<file path="src/rtl/jsu_pkg.sv">
// jsu_pkg: shared types, codes and helper functions for the json string unescape decoder
`default_nettype none
package jsu_pkg;

  // result status codes
  localparam logic [1:0] ST_DATA   = 2'd0;
  localparam logic [1:0] ST_CLOSED = 2'd1;
  localparam logic [1:0] ST_ERROR  = 2'd2;

  // error codes
  localparam logic [2:0] E_EOF    = 3'd0;
  localparam logic [2:0] E_CTRL   = 3'd1;
  localparam logic [2:0] E_ESC    = 3'd2;
  localparam logic [2:0] E_LONE   = 3'd3;
  localparam logic [2:0] E_PAIR   = 3'd4;
  localparam logic [2:0] E_NOTSTR = 3'd5;

  // request type codes
  localparam logic REQ_DATA = 1'b0;
  localparam logic REQ_EOF  = 1'b1;

  // characters of interest
  localparam logic [7:0] CH_QUOTE = 8'h22;
  localparam logic [7:0] CH_BSL   = 8'h5c;
  localparam logic [7:0] CH_SLASH = 8'h2f;
  localparam logic [7:0] CH_B     = 8'h62;
  localparam logic [7:0] CH_F     = 8'h66;
  localparam logic [7:0] CH_N     = 8'h6e;
  localparam logic [7:0] CH_R     = 8'h72;
  localparam logic [7:0] CH_T     = 8'h74;
  localparam logic [7:0] CH_U     = 8'h75;
  localparam logic [7:0] CH_SPACE = 8'h20;

  // surrogate prefixes (top six bits of the 16-bit escape value)
  localparam logic [5:0] SUR_HIGH = 6'b110110;
  localparam logic [5:0] SUR_LOW  = 6'b110111;
  localparam logic [20:0] SUPP_BASE = 21'h10000;

  // most results one input beat can cause
  localparam int unsigned MAX_RES = 4;

  typedef struct packed {
    logic       req_type;
    logic [7:0] in_byte;
  } jsu_in_t;

  typedef struct packed {
    logic [1:0] status;
    logic [7:0] out_byte;
    logic [2:0] error_code;
    logic       last;
  } jsu_out_t;

  // group of results caused by one input beat, entry 0 goes out first
  typedef struct packed {
    logic [2:0]                   cnt;
    logic [1:0]                   status;
    logic [2:0]                   err;
    logic [MAX_RES-1:0][7:0]      bytes;
  } jsu_grp_t;

  typedef struct packed {
    logic       ok;
    logic [3:0] val;
  } jsu_hex_t;

  // decode one ascii hex digit
  function automatic jsu_hex_t hex_digit(input logic [7:0] b);
    jsu_hex_t h;
    h.ok  = 1'b1;
    h.val = 4'd0;
    case (b) inside
      [8'h30:8'h39]: h.val = b[3:0];
      [8'h41:8'h46],
      [8'h61:8'h66]: h.val = b[3:0] + 4'd9;
      default:       h.ok = 1'b0;
    endcase
    return h;
  endfunction

  // encode a code point as 1 to 4 utf-8 bytes
  function automatic jsu_grp_t utf8_enc(input logic [20:0] cp);
    jsu_grp_t g;
    g = '0;
    g.status = ST_DATA;
    if (cp < 21'h80) begin
      g.cnt      = 3'd1;
      g.bytes[0] = cp[7:0];
    end else if (cp < 21'h800) begin
      g.cnt      = 3'd2;
      g.bytes[0] = {3'b110, cp[10:6]};
      g.bytes[1] = {2'b10, cp[5:0]};
    end else if (cp < 21'h10000) begin
      g.cnt      = 3'd3;
      g.bytes[0] = {4'b1110, cp[15:12]};
      g.bytes[1] = {2'b10, cp[11:6]};
      g.bytes[2] = {2'b10, cp[5:0]};
    end else begin
      g.cnt      = 3'd4;
      g.bytes[0] = {5'b11110, cp[20:18]};
      g.bytes[1] = {2'b10, cp[17:12]};
      g.bytes[2] = {2'b10, cp[11:6]};
      g.bytes[3] = {2'b10, cp[5:0]};
    end
    return g;
  endfunction

endpackage
`default_nettype wire

</file>
<file path="src/rtl/jsu_decode.sv">
// jsu_decode: parser state registers and per-beat result group generation
`default_nettype none
module jsu_decode (
  input  wire logic             clk,
  input  wire logic             rst_n,
  input  wire logic             in_fire,
  input  wire jsu_pkg::jsu_in_t in_data,
  output jsu_pkg::jsu_grp_t     grp
);

  typedef enum logic [6:0] {
    M_IDLE    = 7'b0000001,
    M_STR     = 7'b0000010,
    M_ESC     = 7'b0000100,
    M_HEX1    = 7'b0001000,
    M_WANT_BS = 7'b0010000,
    M_WANT_U  = 7'b0100000,
    M_HEX2    = 7'b1000000
  } mode_t;

  mode_t       mode_r, mode_nxt;
  logic [1:0]  hcnt_r, hcnt_nxt;
  logic [15:0] acc_r, acc_nxt;
  logic [9:0]  hi_r, hi_nxt;

  jsu_pkg::jsu_hex_t hex;
  logic [15:0]       acc_new;
  logic [20:0]       cp_pair;
  logic [7:0]        b;

  assign b       = in_data.in_byte;
  assign hex     = jsu_pkg::hex_digit(b);
  assign acc_new = {acc_r[11:0], hex.val};
  assign cp_pair = {1'b0, hi_r, acc_new[9:0]} + jsu_pkg::SUPP_BASE;

  // next state and result group for the incoming beat
  always_comb begin
    mode_nxt = mode_r;
    hcnt_nxt = hcnt_r;
    acc_nxt  = acc_r;
    hi_nxt   = hi_r;
    grp      = '0;
    if (in_fire) begin
      if (in_data.req_type == jsu_pkg::REQ_EOF) begin
        mode_nxt = M_IDLE;
        hcnt_nxt = 2'd0;
        acc_nxt  = '0;
        grp.cnt  = 3'd1;
        grp.status = jsu_pkg::ST_ERROR;
        grp.err  = jsu_pkg::E_EOF;
      end else begin
        case (mode_r)
          M_STR: begin
            if (b == jsu_pkg::CH_QUOTE) begin
              mode_nxt   = M_IDLE;
              grp.cnt    = 3'd1;
              grp.status = jsu_pkg::ST_CLOSED;
            end else if (b == jsu_pkg::CH_BSL) begin
              mode_nxt = M_ESC;
            end else if (b < jsu_pkg::CH_SPACE) begin
              mode_nxt   = M_IDLE;
              hcnt_nxt   = 2'd0;
              acc_nxt    = '0;
              grp.cnt    = 3'd1;
              grp.status = jsu_pkg::ST_ERROR;
              grp.err    = jsu_pkg::E_CTRL;
            end else begin
              grp.cnt      = 3'd1;
              grp.bytes[0] = b;
            end
          end
          M_ESC: begin
            mode_nxt = M_STR;
            grp.cnt  = 3'd1;
            case (b)
              jsu_pkg::CH_QUOTE,
              jsu_pkg::CH_BSL,
              jsu_pkg::CH_SLASH: grp.bytes[0] = b;
              jsu_pkg::CH_B:     grp.bytes[0] = 8'h08;
              jsu_pkg::CH_F:     grp.bytes[0] = 8'h0c;
              jsu_pkg::CH_N:     grp.bytes[0] = 8'h0a;
              jsu_pkg::CH_R:     grp.bytes[0] = 8'h0d;
              jsu_pkg::CH_T:     grp.bytes[0] = 8'h09;
              jsu_pkg::CH_U: begin
                mode_nxt = M_HEX1;
                hcnt_nxt = 2'd0;
                acc_nxt  = '0;
                grp.cnt  = 3'd0;
              end
              default: begin
                mode_nxt   = M_IDLE;
                hcnt_nxt   = 2'd0;
                acc_nxt    = '0;
                grp.status = jsu_pkg::ST_ERROR;
                grp.err    = jsu_pkg::E_ESC;
              end
            endcase
          end
          M_HEX1, M_HEX2: begin
            if (!hex.ok) begin
              mode_nxt   = M_IDLE;
              hcnt_nxt   = 2'd0;
              acc_nxt    = '0;
              grp.cnt    = 3'd1;
              grp.status = jsu_pkg::ST_ERROR;
              grp.err    = jsu_pkg::E_ESC;
            end else if (hcnt_r != 2'd3) begin
              acc_nxt  = acc_new;
              hcnt_nxt = hcnt_r + 2'd1;
            end else begin
              // fourth digit: the escape value is complete
              hcnt_nxt = 2'd0;
              acc_nxt  = '0;
              if (mode_r == M_HEX1) begin
                if (acc_new[15:10] == jsu_pkg::SUR_LOW) begin
                  mode_nxt   = M_IDLE;
                  grp.cnt    = 3'd1;
                  grp.status = jsu_pkg::ST_ERROR;
                  grp.err    = jsu_pkg::E_LONE;
                end else if (acc_new[15:10] == jsu_pkg::SUR_HIGH) begin
                  hi_nxt   = acc_new[9:0];
                  mode_nxt = M_WANT_BS;
                end else begin
                  mode_nxt = M_STR;
                  grp      = jsu_pkg::utf8_enc({5'd0, acc_new});
                end
              end else begin
                if (acc_new[15:10] != jsu_pkg::SUR_LOW) begin
                  mode_nxt   = M_IDLE;
                  grp.cnt    = 3'd1;
                  grp.status = jsu_pkg::ST_ERROR;
                  grp.err    = jsu_pkg::E_LONE;
                end else begin
                  mode_nxt = M_STR;
                  grp      = jsu_pkg::utf8_enc(cp_pair);
                end
              end
            end
          end
          M_WANT_BS: begin
            if (b == jsu_pkg::CH_BSL) begin
              mode_nxt = M_WANT_U;
            end else begin
              mode_nxt   = M_IDLE;
              hcnt_nxt   = 2'd0;
              acc_nxt    = '0;
              grp.cnt    = 3'd1;
              grp.status = jsu_pkg::ST_ERROR;
              grp.err    = jsu_pkg::E_PAIR;
            end
          end
          M_WANT_U: begin
            if (b == jsu_pkg::CH_U) begin
              mode_nxt = M_HEX2;
              hcnt_nxt = 2'd0;
              acc_nxt  = '0;
            end else begin
              mode_nxt   = M_IDLE;
              hcnt_nxt   = 2'd0;
              acc_nxt    = '0;
              grp.cnt    = 3'd1;
              grp.status = jsu_pkg::ST_ERROR;
              grp.err    = jsu_pkg::E_PAIR;
            end
          end
          // idle: waiting for an opening quote
          default: begin
            if (b == jsu_pkg::CH_QUOTE) begin
              mode_nxt = M_STR;
            end else begin
              mode_nxt   = M_IDLE;
              hcnt_nxt   = 2'd0;
              acc_nxt    = '0;
              grp.cnt    = 3'd1;
              grp.status = jsu_pkg::ST_ERROR;
              grp.err    = jsu_pkg::E_NOTSTR;
            end
          end
        endcase
      end
    end
  end

  // parser state
  always_ff @(posedge clk) begin
    if (!rst_n) begin
      mode_r <= M_IDLE;
      hcnt_r <= 2'd0;
      acc_r  <= '0;
      hi_r   <= '0;
    end else begin
      mode_r <= mode_nxt;
      hcnt_r <= hcnt_nxt;
      acc_r  <= acc_nxt;
      hi_r   <= hi_nxt;
    end
  end

endmodule
`default_nettype wire

</file>
<file path="src/rtl/jsu_emit.sv">
// jsu_emit: result group register that sends its entries one beat at a time
`default_nettype none
module jsu_emit (
  input  wire logic              clk,
  input  wire logic              rst_n,
  input  wire jsu_pkg::jsu_grp_t grp,
  output logic                   can_load,
  output logic                   out_valid,
  input  wire logic              out_stall,
  output jsu_pkg::jsu_out_t      out_data
);

  logic              vld_r, vld_nxt;
  logic [1:0]        idx_r, idx_nxt;
  jsu_pkg::jsu_grp_t grp_r, grp_nxt;
  logic              fire, is_last, load;

  assign is_last  = ({1'b0, idx_r} + 3'd1) == grp_r.cnt;
  assign fire     = vld_r && !out_stall;
  assign can_load = !vld_r || (fire && is_last);
  assign load     = can_load && (grp.cnt != 3'd0);

  // current entry on the output port
  assign out_valid           = vld_r;
  assign out_data.status     = grp_r.status;
  assign out_data.out_byte   = grp_r.bytes[idx_r];
  assign out_data.error_code = grp_r.err;
  assign out_data.last       = is_last;

  // step through the group, take the next one when the last beat leaves
  always_comb begin
    vld_nxt = vld_r;
    idx_nxt = idx_r;
    grp_nxt = grp_r;
    if (load) begin
      vld_nxt = 1'b1;
      idx_nxt = 2'd0;
      grp_nxt = grp;
    end else if (fire) begin
      if (is_last) begin
        vld_nxt = 1'b0;
      end else begin
        idx_nxt = idx_r + 2'd1;
      end
    end
  end

  always_ff @(posedge clk) begin
    if (!rst_n) begin
      vld_r <= 1'b0;
      idx_r <= 2'd0;
    end else begin
      vld_r <= vld_nxt;
      idx_r <= idx_nxt;
    end
  end

  always_ff @(posedge clk) begin
    grp_r <= grp_nxt;
  end

endmodule
`default_nettype wire

</file>
<file path="src/rtl/json_string_unescape_decoder.sv">
// json_string_unescape_decoder: top level of the json string unescape decoder
//
//   channel | direction | handshake          | beat
//   in_     | input     | in_valid/in_stall   | req_type, in_byte
//   out_    | output    | out_valid/out_stall | status, out_byte, error_code, last
//
// An input beat is decoded in the cycle it is accepted; its results sit in the
// group register and leave one per cycle, unless stalled, from the next cycle.
// A beat with zero or one result allows a new input beat every cycle unless
// stalled; a multi-byte utf-8 \u escape holds the input until all bytes leave.
// out_stall stalls the group register and, through it, the input.
// Reset (synchronous, rst_n low) returns to idle with no pending results.
`default_nettype none
module json_string_unescape_decoder (
  input  wire logic             clk,
  input  wire logic             rst_n,
  input  wire logic             in_valid,
  output logic                  in_stall,
  input  wire jsu_pkg::jsu_in_t in_data,
  output logic                  out_valid,
  input  wire logic             out_stall,
  output jsu_pkg::jsu_out_t     out_data
);

  logic              in_fire, can_load;
  jsu_pkg::jsu_grp_t grp;

  assign in_stall = !can_load;
  assign in_fire  = in_valid && !in_stall;

  // parser
  jsu_decode u_dec (
    .clk     (clk),
    .rst_n   (rst_n),
    .in_fire (in_fire),
    .in_data (in_data),
    .grp     (grp)
  );

  // result sequencing
  jsu_emit u_emit (
    .clk       (clk),
    .rst_n     (rst_n),
    .grp       (grp),
    .can_load  (can_load),
    .out_valid (out_valid),
    .out_stall (out_stall),
    .out_data  (out_data)
  );

  // an input beat is taken only when the pending group is gone or finishing
  a_no_overrun: assert property (@(posedge clk) disable iff (!rst_n)
    in_fire |-> (!out_valid || (!out_stall && out_data.last)))
    else $error("input beat taken over a pending result group");

  // closed and error results stand alone
  a_single_status: assert property (@(posedge clk) disable iff (!rst_n)
    (out_valid && out_data.status != jsu_pkg::ST_DATA) |-> out_data.last)
    else $error("status result not marked last");

  // non-data results carry a zero byte
  a_zero_byte: assert property (@(posedge clk) disable iff (!rst_n)
    (out_valid && out_data.status != jsu_pkg::ST_DATA) |-> (out_data.out_byte == 8'd0))
    else $error("status result carries a data byte");

endmodule
`default_nettype wire
</file>
<file path="config.mk">
export PLATFORM = sky130hd
export DESIGN_NAME = json_string_unescape_decoder
export DESIGN_NICKNAME = d
export VERILOG_FILES = /design/src/rtl/jsu_pkg.sv /design/src/rtl/jsu_decode.sv /design/src/rtl/jsu_emit.sv /design/src/rtl/json_string_unescape_decoder.sv
export SDC_FILE = /design/constraint.sdc
export NUM_CORES = 1
export LEC_CHECK = 0
export ABC_AREA = 1
export BUFFER_PORTS_ARGS = -buffer_cell sky130_fd_sc_hd__buf_2
export CORE_MARGIN = 1
export CORE_UTILIZATION = 60
export CTS_CLUSTER_DIAMETER = 80
export DETAILED_ROUTE_END_ITERATION = 10
export PLACE_DENSITY = 0.9
export SYNTH_ARGS = -nofsm -noshare
export SYNTH_HDL_FRONTEND = slang
export SYNTH_SLANG_ARGS = --single-unit
</file>
<file path="constraint.sdc">
create_clock -name clk -period 8.12 [get_ports clk]
set_clock_uncertainty 0.2 [all_clocks]
set_input_delay 0.812 -clock clk [delete_from_list [all_inputs] [get_ports clk]]
set_output_delay 0.812 -clock clk [all_outputs]
set_load 0.01 [all_outputs]
</file>
==> results of run 1 <==
==> worst register-to-register path: cells and delay by family (launching register included) <==
| kind | cells | cell delay, ns |
|---|---|---|
| fa+ha+maj | 1 | 0.37 |
| compound gates | 1 | 0.22 |
| flops | 1 | 0.69 |
| xor+xnor | 1 | 0.19 |
| buf+inv | 2 | 0.47 |
| simple gates | 6 | 1.03 |
==> final cells by class <==
class                   instances  area [µm²]  area share
flip-flops and latches         71        1792      0.3646
inverters                      93       349.1     0.07103
well taps                      99       123.9     0.02520
repair buffers                 29       147.6     0.03004
multi-input cells             463        2276      0.4631
clock buffers                   9       123.9     0.02520
clock inverters                 7       102.6     0.02088
==> power by group through the flow <==
stage	clock network (W)	registers, W	logic, W
6_report	0.000318	0.000415	0.000115
5_1_grt	0.000338	0.000417	0.000130
4_1_cts	0.000320	0.000415	0.000113
3_5_place_dp	0	0.000423	0.000112
3_3_place_gp	0	0.000422	0.000109
2_1_floorplan	0	0.000418	0.0000824
==> sequential cells by signal (all words and copies together) (netlist names) <==
name              cells
u_dec.mode_r          7
u_dec.hcnt_r          2
u_dec.acc_r          12
u_dec.hi_r           10
u_emit.idx_r          2
u_emit.out_data       5
u_emit.out_valid      1
u_emit.grp_r         32
==> path summary, 6_finish.rpt <==
| kind | startpoint | to | slack [ns] | depth (start not counted) |
|---|---|---|---|---|
| worst max-delay path | u_emit.idx_r[0] | u_emit.grp_r[1] | 4.61 | 11 |
| worst min register to register | u_dec.mode_r[6] | u_dec.mode_r[6] | 0.30 | 2 |
| worst max register to register | u_emit.idx_r[0] | u_emit.grp_r[1] | 4.61 | 11 |
| worst min-delay path | u_dec.mode_r[6] | u_dec.mode_r[6] | 0.30 | 2 |
==> synthesized netlist by cell type (2+ instances only) <==
library cell / instances
a211oi_1: 4
a21oi_1: 51
a22oi_1: 2
a31oi_1: 2
a32oi_1: 2
buf_4: 8
clkbuf_1: 5
dfxtp_1: 34
edfxtp_1: 37
ha_1: 8
inv_1: 86
inv_2: 6
nand2_1: 111
nand2_2: 4
nand3_1: 39
nand3b_1: 4
nand4_1: 11
nor2_1: 116
nor2_2: 3
nor3_1: 8
o2111ai_1: 3
o211ai_1: 5
o21ai_0: 56
o21ai_2: 3
o221ai_1: 2
o22ai_1: 15
xnor2_1: 2
xor2_1: 3
==> logic make-up (layout without fill, tap and decap cells) <==
logic type | after synthesis | count (layout)
simple gates | 302 | 302
compound gates | 148 | 148
buf+inv | 108 | 138
flops | 71 | 71
fa+ha+maj | 8 | 8
xor+xnor | 5 | 5
==> metrics by stage <==
step | worst slack, ns | hold slack (ns) | std cells
detailed placement | 4.475 | 0.2828 | 755
finish | 4.609 | 0.2950 | 771
CTS | 4.608 | 0.2952 | 771
global route | 4.396 | 0.3081 | 771
floorplan | 4.526 | 0.2550 | 642
global placement | 4.608 | 0.2686 | 755
==> per-layer routing <==
| metal | vias to the layer above | routed length, µm | track usage | share of wire |
|---|---|---|---|---|
| met2 | 254 | 5730 | 0.5238 | 0.46 |
| met4 | 0 | 307 | 0.1393 | 0.025 |
| met5 | - | 0 | 0 | 0 |
| met3 | 32 | 1047 | 0.05970 | 0.084 |
| met1 | 2052 | 5337 | 0.4454 | 0.43 |
| li1 | 2202 | - | - | - |
==> impl_metrics.env, run 1 <==
export IMPL_outcome="finished, final reports clean"
export IMPL_internal_power_w=0.0006118
export IMPL_layout_drive_gt1_share=0.09970
export IMPL_initial_utilization=0.6220
export IMPL_floorplan_die_area_mm2=0.007870
export IMPL_dp_hpwl_mm=9.558
export IMPL_synth_top_area_share=0.2463
export IMPL_initial_antenna_violation_count=0
export IMPL_cts_inserted_buffers=9
export IMPL_ys_dominant_reg_cell="edfxtp_1"
export IMPL_gr_usage_all_layers=0.3306
export IMPL_critPathCaptureType="register"
export IMPL_worstPathRequired_ns=7.92
export IMPL_remaining_global_route_overflow=0
export IMPL_largest_stage_delay_worst_path_ns=0.69
export IMPL_critical_path_top_delay_family="simple AND/OR/NAND/NOR gates"
export IMPL_cts_repair_resized=0
export IMPL_portBuffers=28
export IMPL_cellLeakagePower_nw=2.071
export IMPL_synthXorXnorAreaFrac=0.009706
export IMPL_drt_initial_drc_count=571
export IMPL_post_synth_cell_area_avg_um2=7.028
export IMPL_clock_sink_count=71
export IMPL_postRouteAntennaNets=0
export IMPL_vias_per_cell=5.888
export IMPL_cts_htree_levels=3
export IMPL_power_w=0.0008472
export IMPL_postSynthRegisterBits=71
export IMPL_fillers=637
export IMPL_cp_cell_sequence="ha_1 -> xnor2_1 -> nand3_1 -> o21ai_2 -> nand2_2 -> nor2_4 -> inv_2 -> nor3_4 -> nand2_2 -> nand2_1 -> buf_4"
export IMPL_type_of_the_worst_setup_path="register to register"
export IMPL_routed_wl_mm=12.42
export IMPL_cts_path_max_buffers=2
export IMPL_synth_area_mm2=0.004512
export IMPL_slew_violations=0
export IMPL_final_core_util=0.6776
export IMPL_cts_hold_repair_buffers=0
export IMPL_syn2layout_area_growth_pct=8.929
export IMPL_synth_area_leader_cell="edfxtp_1"
export IMPL_die_height_um=88.72
export IMPL_dr_total_vias=4540
export IMPL_total_switching_power_w=0.0002354
export IMPL_yosys_mux_area_fraction=0
export IMPL_first_global_vias=4059
export IMPL_crit_path_frequent_cell="nand2_2"
export IMPL_synthArstFlopShare=0
export IMPL_grt_setup_unrepaired="no"
export IMPL_ys_top_cells_by_area="edfxtp_1 25%, dfxtp_1 15%, nor2_1 9.7%"
export IMPL_synth_top_family_by_area="simple AND/OR/NAND/NOR gates"
export IMPL_post_cts_setup_buffer_count=0
export IMPL_postSynthCellCount=642
export IMPL_finish_instance_area_mm2=0.004915
export IMPL_core_mm2=0.007253
export IMPL_switching_portion_of_total_power=0.2779
export IMPL_period_utilization_post_route=0.4324
export IMPL_combinational_share_of_power=0.135
export IMPL_post_synth_and_or_nand_nor_area_fraction=0.2870
export IMPL_fmax_ghz=0.2848
export IMPL_yosysWarnings=0
export IMPL_hold_path_class="register to register"
export IMPL_clkLatencyLatePin_ns=0.35
export IMPL_timing_setup_tns_ns=0
export IMPL_power_share_sequential=0.490
export IMPL_crit_slowest_cell="dfxtp_1"
export IMPL_design_final_nets=688
export IMPL_cts_tree="yes"
export IMPL_synth_edff_count=37
export IMPL_synth_lib_cells_used_distinct=40
export IMPL_report_final_setup_viol=0
export IMPL_cp_max_fo=37
export IMPL_io_pins=29
export IMPL_remaining_drc_errors=0
export IMPL_dpl_instance_area_mm2=0.004688
export IMPL_tightestPinTransition_ns=0.9038
export IMPL_mostFrequentLayoutCells="116 x nor2_1, 111 x nand2_1, 86 x inv_1"
export IMPL_timing_max_slew_rel_slack=0.3911
export IMPL_standard_cell_rows=31
export IMPL_period_minus_slack_ns=3.511
export IMPL_grt_max_degree=38
export IMPL_globalplace_congestion=1.007
export IMPL_path_buf_inv=2
export IMPL_drt_pass1_iter_count=5
export IMPL_wire_length_of_the_first_global_routing_pass_mm=19.57
export IMPL_num_antenna_cells=0
export IMPL_worstSetupStartpointType="register"
export IMPL_synth_compound_area_frac=0.1855
export IMPL_arrival_time_at_the_worst_endpoint_ns=3.31
export IMPL_syn_num_nets=663
export IMPL_floorplan_die_width_um=88.72
export IMPL_synth_yosys_seq_area_share=0.3971
export IMPL_cts_root_buffer_cell="clkbuf_8"
export IMPL_hold_viol=0
export IMPL_vdd_ir_drop_worst_mv=0.1326
export IMPL_route_detailed_wl_per_inst_um=16.11
export IMPL_clkPwrFrac=0.375
export IMPL_most_common_library_cell_in_the_layout_ignoring_fill_and_taps="nor2_1"
export IMPL_power_density_mw_per_mm2=172.4
export IMPL_synth_adder_area_share=0.02219
export IMPL_max_cap_violations=0
export IMPL_cts_reportedPaths_clkPinSlew_ns=0.08
No activity file was read; power rests on OpenSTA's default activity.
==> run 2, diff against run 1 <==
- clock period: 8.12 -> 3.7 ns (I/O delays scaled with it)
==> run 2 against run 1 <==
Compared with the run above: hold slack got worse by 0.096 ns; non-clock buffer count rose by 4; cell count rose by 0.52%; first-iteration DRC count rose by 1.1%; wire length rose by 0.26%; global-route usage fell by 0.26 points; die area did not move; flip-flop and latch count did not move; sequential power rose by 120%; highest routed layer unchanged; via count rose by 0.26%.
==> impl_metrics.env, run 2 (synthesis results as in run 1) <==
export IMPL_die_height_um=88.72
export IMPL_period_minus_slack_ns=3.163
export IMPL_io_pins=29
export IMPL_cts_htree_levels=3
export IMPL_cts_hold_repair_buffers=0
export IMPL_vias_per_cell=5.874
export IMPL_worstSetupStartpointType="register"
export IMPL_clock_sink_count=71
export IMPL_drt_pass1_iter_count=6
export IMPL_post_cts_setup_buffer_count=0
export IMPL_slew_violations=0
export IMPL_max_cap_violations=0
export IMPL_cellLeakagePower_nw=2.069
export IMPL_core_mm2=0.007253
export IMPL_cp_max_fo=37
export IMPL_design_final_nets=692
export IMPL_clkLatencyLatePin_ns=0.36
export IMPL_whs_endpoint="u_emit.out_valid"
export IMPL_routed_wl_mm=12.46
export IMPL_largestRegisters="u_emit.grp_r x32, u_dec.acc_r x12, u_dec.hi_r x10"
export IMPL_layout_drive_gt1_share=0.1050
export IMPL_route_detailed_wl_per_inst_um=16.07
export IMPL_timing_setup_tns_ns=0
export IMPL_dr_total_vias=4552
export IMPL_type_of_the_worst_setup_path="register to register"
export IMPL_vdd_ir_drop_worst_mv=0.2795
export IMPL_cts_tree="yes"
export IMPL_cts_root_buffer_cell="clkbuf_8"
export IMPL_floorplan_die_area_mm2=0.007870
export IMPL_hold_viol=0
export IMPL_cts_path_max_buffers=2
export IMPL_first_global_vias=3956
export IMPL_syn2layout_area_growth_pct=8.680
export IMPL_worst_r2r_endpoint="u_emit.grp_r[6]"
export IMPL_hold_path_class="input pin to register"
export IMPL_report_final_setup_viol=0
export IMPL_most_common_library_cell_in_the_layout_ignoring_fill_and_taps="nor2_1"
export IMPL_worst_r2r_path_depth=11
export IMPL_fillers=616
export IMPL_cts_reportedPaths_clkPinSlew_ns=0.07
export IMPL_arrival_time_at_the_worst_endpoint_ns=2.96
export IMPL_critPathCaptureType="register"
export IMPL_initial_antenna_violation_count=0
export IMPL_min_from="out_stall"
export IMPL_dp_cells=759
export IMPL_remaining_global_route_overflow=0
export IMPL_grt_setup_unrepaired="no"
export IMPL_reg2reg_slack_ns=0.54
export IMPL_dp_hpwl_mm=9.428
export IMPL_registers_top_by_ff_count="u_emit.grp_r"
export IMPL_cts_repair_resized=0
export IMPL_finalNonFillerCells=775
export IMPL_grt_max_degree=38
export IMPL_outcome="finished, final reports clean"
export IMPL_cts_inserted_buffers=9
export IMPL_finish_instance_area_mm2=0.004903
export IMPL_initial_utilization=0.6220
export IMPL_tightestPinTransition_ns=0.6226
export IMPL_portBuffers=28
export IMPL_postRouteAntennaNets=0
export IMPL_gr_usage_all_layers=0.3280
export IMPL_power_density_mw_per_mm2=356.4
export IMPL_standard_cell_rows=31
export IMPL_globalplace_congestion=1.017
export IMPL_period_utilization_post_route=0.8548
export IMPL_wire_length_of_the_first_global_routing_pass_mm=19.32
export IMPL_floorplan_die_width_um=88.72
export IMPL_drt_initial_drc_count=577
export IMPL_mostFrequentLayoutCells="116 x nor2_1, 111 x nand2_1, 86 x inv_1"
export IMPL_dpl_instance_area_mm2=0.004718
export IMPL_largest_register_ffs=32
export IMPL_worstPathRequired_ns=3.50
export IMPL_r2r_start="u_emit.idx_r[1]"
export IMPL_remaining_drc_errors=0
export IMPL_num_antenna_cells=0
export IMPL_timing_max_slew_rel_slack=0.5806
export IMPL_min_path_cells=5
export IMPL_fmax_ghz=0.3162
[run 2: critical path, cell delays in order (launching register included)]
cell and delay (ns):
dfxtp_1 0.49, ha_1 0.32, xnor2_1 0.17, nand3_1 0.15, o21ai_2 0.22, nand2_2 0.15, nor2_4 0.15, inv_2 0.07
nor3_4 0.27, nand2_2 0.13, nand2_1 0.10, buf_4 0.39
[run 2: power breakdown]
part           total, W  internal [W]  leakage (nW)  switching, W
logic          0.000255     0.0000775          1.33      0.000177
clock network  0.000585      0.000257        0.0892      0.000328
registers      0.000908      0.000879         0.647     0.0000291
total           0.00175       0.00121          2.07      0.000534
[run 2: through the flow]
| stage | worst slack (ns) | util | power (W) | hold WS, ns |
|---|---|---|---|---|
| 5_1_grt | 0.3427 | 0.6760 | 0.001814 | 0.2087 |
| 4_1_cts | 0.5357 | 0.6760 | 0.001746 | 0.1919 |
| 3_3_place_gp | 0.6233 | 0.6505 | 0.001167 | 0.2641 |
| 2_1_floorplan | 0.5133 | - | 0.001098 | 0.2550 |
| 3_5_place_dp | 0.4677 | 0.6505 | 0.001174 | 0.2803 |
| 6_report | 0.5374 | 0.6760 | 0.001748 | 0.1991 |
[run 2: layer usage]
layer	share of wire	routed length, µm	global-route usage
met3	0.089	1110	0.05131
met5	0	0	0
met1	0.44	5486	0.4642
met4	0.023	288	0.1246
met2	0.45	5569	0.5070
[run 2: final cells by class]
class | instances | area, µm² | area share
clock inverters | 7 | 61.31 | 0.01250
clock buffers | 9 | 123.9 | 0.02526
multi-input cells | 463 | 2276 | 0.4641
repair buffers | 33 | 177.7 | 0.03623
inverters | 93 | 349.1 | 0.07119
well taps | 99 | 123.9 | 0.02526
flip-flops and latches | 71 | 1792 | 0.3654
[run 2: how the worst max path moves through the flow]
stage,start,to,cells after the start
2_1_floorplan,u_emit.idx_r[1],u_emit.grp_r[0],10
3_3_place_gp,in_data[0],u_emit.grp_r[27],12
3_5_place_dp,in_data[0],u_emit.grp_r[18],12
4_1_cts,u_emit.idx_r[1],u_emit.grp_r[1],11
5_1_grt,u_emit.idx_r[1],u_emit.grp_r[39],11
6_report,u_emit.idx_r[1],u_emit.grp_r[6],11
==> run 3, diff against run 2 <==
- CORE_ASPECT_RATIO: default -> 1.75
- clock period: 3.7 -> 3.6 ns (I/O delays scaled with it)
==> run 3 against run 2 <==
Compared with the run above: core utilization up 2.2 points; wire length up 17%; design area up 3.0%; fmax down 3.3%; largest cell class unchanged; highest routed layer unchanged.
==> impl_metrics.env, run 3 (synthesis results as in run 1) <==
export IMPL_outcome="finished, final reports clean"
export IMPL_num_antenna_cells=0
export IMPL_clock_sink_count=71
export IMPL_registers_top_by_ff_count="u_emit.grp_r"
export IMPL_critPathCaptureType="register"
export IMPL_drt_initial_drc_count=715
export IMPL_core_mm2=0.007233
export IMPL_cts_htree_levels=3
export IMPL_dpl_instance_area_mm2=0.004745
export IMPL_hold_viol=0
export IMPL_report_final_setup_viol=0
export IMPL_largestRegisters="u_emit.grp_r x32, u_dec.acc_r x12, u_dec.hi_r x10"
export IMPL_internal_power_w=0.001591
export IMPL_cts_inserted_buffers=9
export IMPL_switching_portion_of_total_power=0.2593
export IMPL_dr_total_vias=4796
export IMPL_first_global_vias=4574
export IMPL_initial_antenna_violation_count=0
export IMPL_slew_violations=0
export IMPL_route_detailed_wl_per_inst_um=19.06
export IMPL_cts_reportedPaths_clkPinSlew_ns=0.05
export IMPL_clkPwrFrac=0.434
export IMPL_cp_cell_sequence="ha_1 -> xnor2_1 -> nand3_1 -> o21ai_2 -> nand2_2 -> nor2_4 -> inv_2 -> nor3_4 -> nand2_2 -> nand2_1 -> buf_4"
export IMPL_final_ws_setup_ns=0.3292
export IMPL_dp_hpwl_mm=11.04
export IMPL_portBuffers=28
export IMPL_routed_wl_mm=14.60
export IMPL_largest_register_ffs=32
export IMPL_tightestPinTransition_ns=0.7051
export IMPL_io_pins=29
export IMPL_floorplan_die_area_mm2=0.007884
export IMPL_area_used_by_multi_input_combinational_logic_mm2=0.002276
export IMPL_initial_utilization=0.6238
export IMPL_vdd_ir_drop_worst_mv=0.3151
export IMPL_period_minus_slack_ns=3.271
export IMPL_largest_stage_delay_worst_path_ns=0.49
export IMPL_most_common_library_cell_in_the_layout_ignoring_fill_and_taps="nor2_1"
export IMPL_worstSetupStartpointType="register"
export IMPL_timing_setup_tns_ns=0
export IMPL_total_switching_power_w=0.0005569
export IMPL_fin_hold_ws_ns=0.2461
export IMPL_syn2layout_area_growth_pct=11.92
export IMPL_fmax_ghz=0.3057
export IMPL_power_share_sequential=0.436
export IMPL_standard_cell_rows=41
export IMPL_fillers=629
export IMPL_worstPathRequired_ns=3.43
export IMPL_finish_instance_area_mm2=0.005050
export IMPL_cts_tree="yes"
export IMPL_period_utilization_post_route=0.9086
export IMPL_cellLeakagePower_nw=2.153
export IMPL_remaining_global_route_overflow=0
export IMPL_grt_setup_unrepaired="no"
export IMPL_combinational_share_of_power=0.130
export IMPL_mostFrequentLayoutCells="116 x nor2_1, 111 x nand2_1, 86 x inv_1"
export IMPL_cts_repair_resized=0
export IMPL_drt_pass1_iter_count=7
export IMPL_cts_hold_repair_buffers=0
export IMPL_arrival_time_at_the_worst_endpoint_ns=3.11
export IMPL_clkLatencyLatePin_ns=0.34
export IMPL_power_density_mw_per_mm2=425.3
export IMPL_grt_max_degree=26
export IMPL_type_of_the_worst_setup_path="register to register"
export IMPL_postRouteAntennaNets=0
export IMPL_crit_path_frequent_cell="nand2_2"
export IMPL_cts_root_buffer_cell="clkbuf_16"
export IMPL_cts_path_max_buffers=2
export IMPL_design_final_nets=696
export IMPL_layout_drive_gt1_share=0.1044
export IMPL_seqCellArea_mm2=0.001792
export IMPL_gr_usage_all_layers=0.4048
export IMPL_timing_max_slew_rel_slack=0.5250
export IMPL_max_cap_violations=0
export IMPL_die_height_um=116.7
export IMPL_globalplace_congestion=1.048
export IMPL_vias_per_cell=6.261
export IMPL_dpl_worst_slack_ns=0.3992
export IMPL_floorplan_die_width_um=67.55
export IMPL_hold_path_class="input pin to register"
export IMPL_wire_length_of_the_first_global_routing_pass_mm=22.96
export IMPL_crit_slowest_cell="dfxtp_1"
export IMPL_remaining_drc_errors=0
export IMPL_cp_max_fo=10
export IMPL_post_cts_setup_buffer_count=0
==> run 3: changes by cell type in the layout (fill, tap and decap cells not counted), sizes merged <==
cell and change:
clkinv +3, clkbuf +2, inv -5, buf +4
clkinvlp -2, bufinv +2
==> run 3: metrics by stage <==
step	cells	util	power [W]
after global placement	750	0.6559	0.001211
after CTS	766	0.6981	0.002139
after floorplan	642	-	0.001128
final	766	0.6981	0.002148
after global routing	766	0.6981	0.002216
after detailed placement	750	0.6559	0.001222
==> run 3: critical path: cells and delay by family, from the launching register on <==
family / cells / cell delay, ns
AO/OA/AOI/OAI: 1 / 0.23
XOR/XNOR: 1 / 0.17
adder cells (fa/ha/maj): 1 / 0.32
buffers and inverters: 2 / 0.35
flip-flops: 1 / 0.49
AND/OR/NAND/NOR: 6 / 1.21
==> run 3: power groups by stage <==
stage	sequential [W]	clock [W]	combinational [W]
after global placement	0.000948	0	0.000263
after detailed placement	0.000952	0	0.000270
after floorplan	0.000942	0	0.000186
after CTS	0.000936	0.000930	0.000273
after global routing	0.000943	0.000966	0.000307
final	0.000937	0.000932	0.000279
==> run 3: layout make-up <==
| type | count | share of cell area |
|---|---|---|
| Multi-Input combinational cell | 463 | 0.4507 |
| Sequential cell | 71 | 0.3548 |
| Inverter | 93 | 0.06913 |
| Clock buffer | 11 | 0.04609 |
| Timing Repair Buffer | 37 | 0.04361 |
| Tap cell | 86 | 0.02131 |
| Clock inverter | 5 | 0.01437 |
==> run 3: path summary, 6_finish.rpt <==
| kind | startpoint | endpoint | slack (ns) | cells past startpoint |
|---|---|---|---|---|
| worst max-delay path | u_emit.idx_r[1] | u_emit.grp_r[31] | 0.33 | 11 |
| worst max register to register | u_emit.idx_r[1] | u_emit.grp_r[31] | 0.33 | 11 |
| worst min register to register | u_dec.mode_r[6] | u_dec.mode_r[6] | 0.28 | 2 |
| worst min-delay path | in_data[7] | u_emit.grp_r[7] | 0.25 | 3 |
==> run 3: layer usage <==
| metal | track usage | up-vias | wire (µm) |
|---|---|---|---|
| li1 | - | 2213 | - |
| met1 | 0.4155 | 2198 | 5019 |
| met4 | 0.3277 | 0 | 1284 |
| met3 | 0.1152 | 107 | 1039 |
| met2 | 0.6634 | 278 | 7258 |
| met5 | 0 | - | 0 |
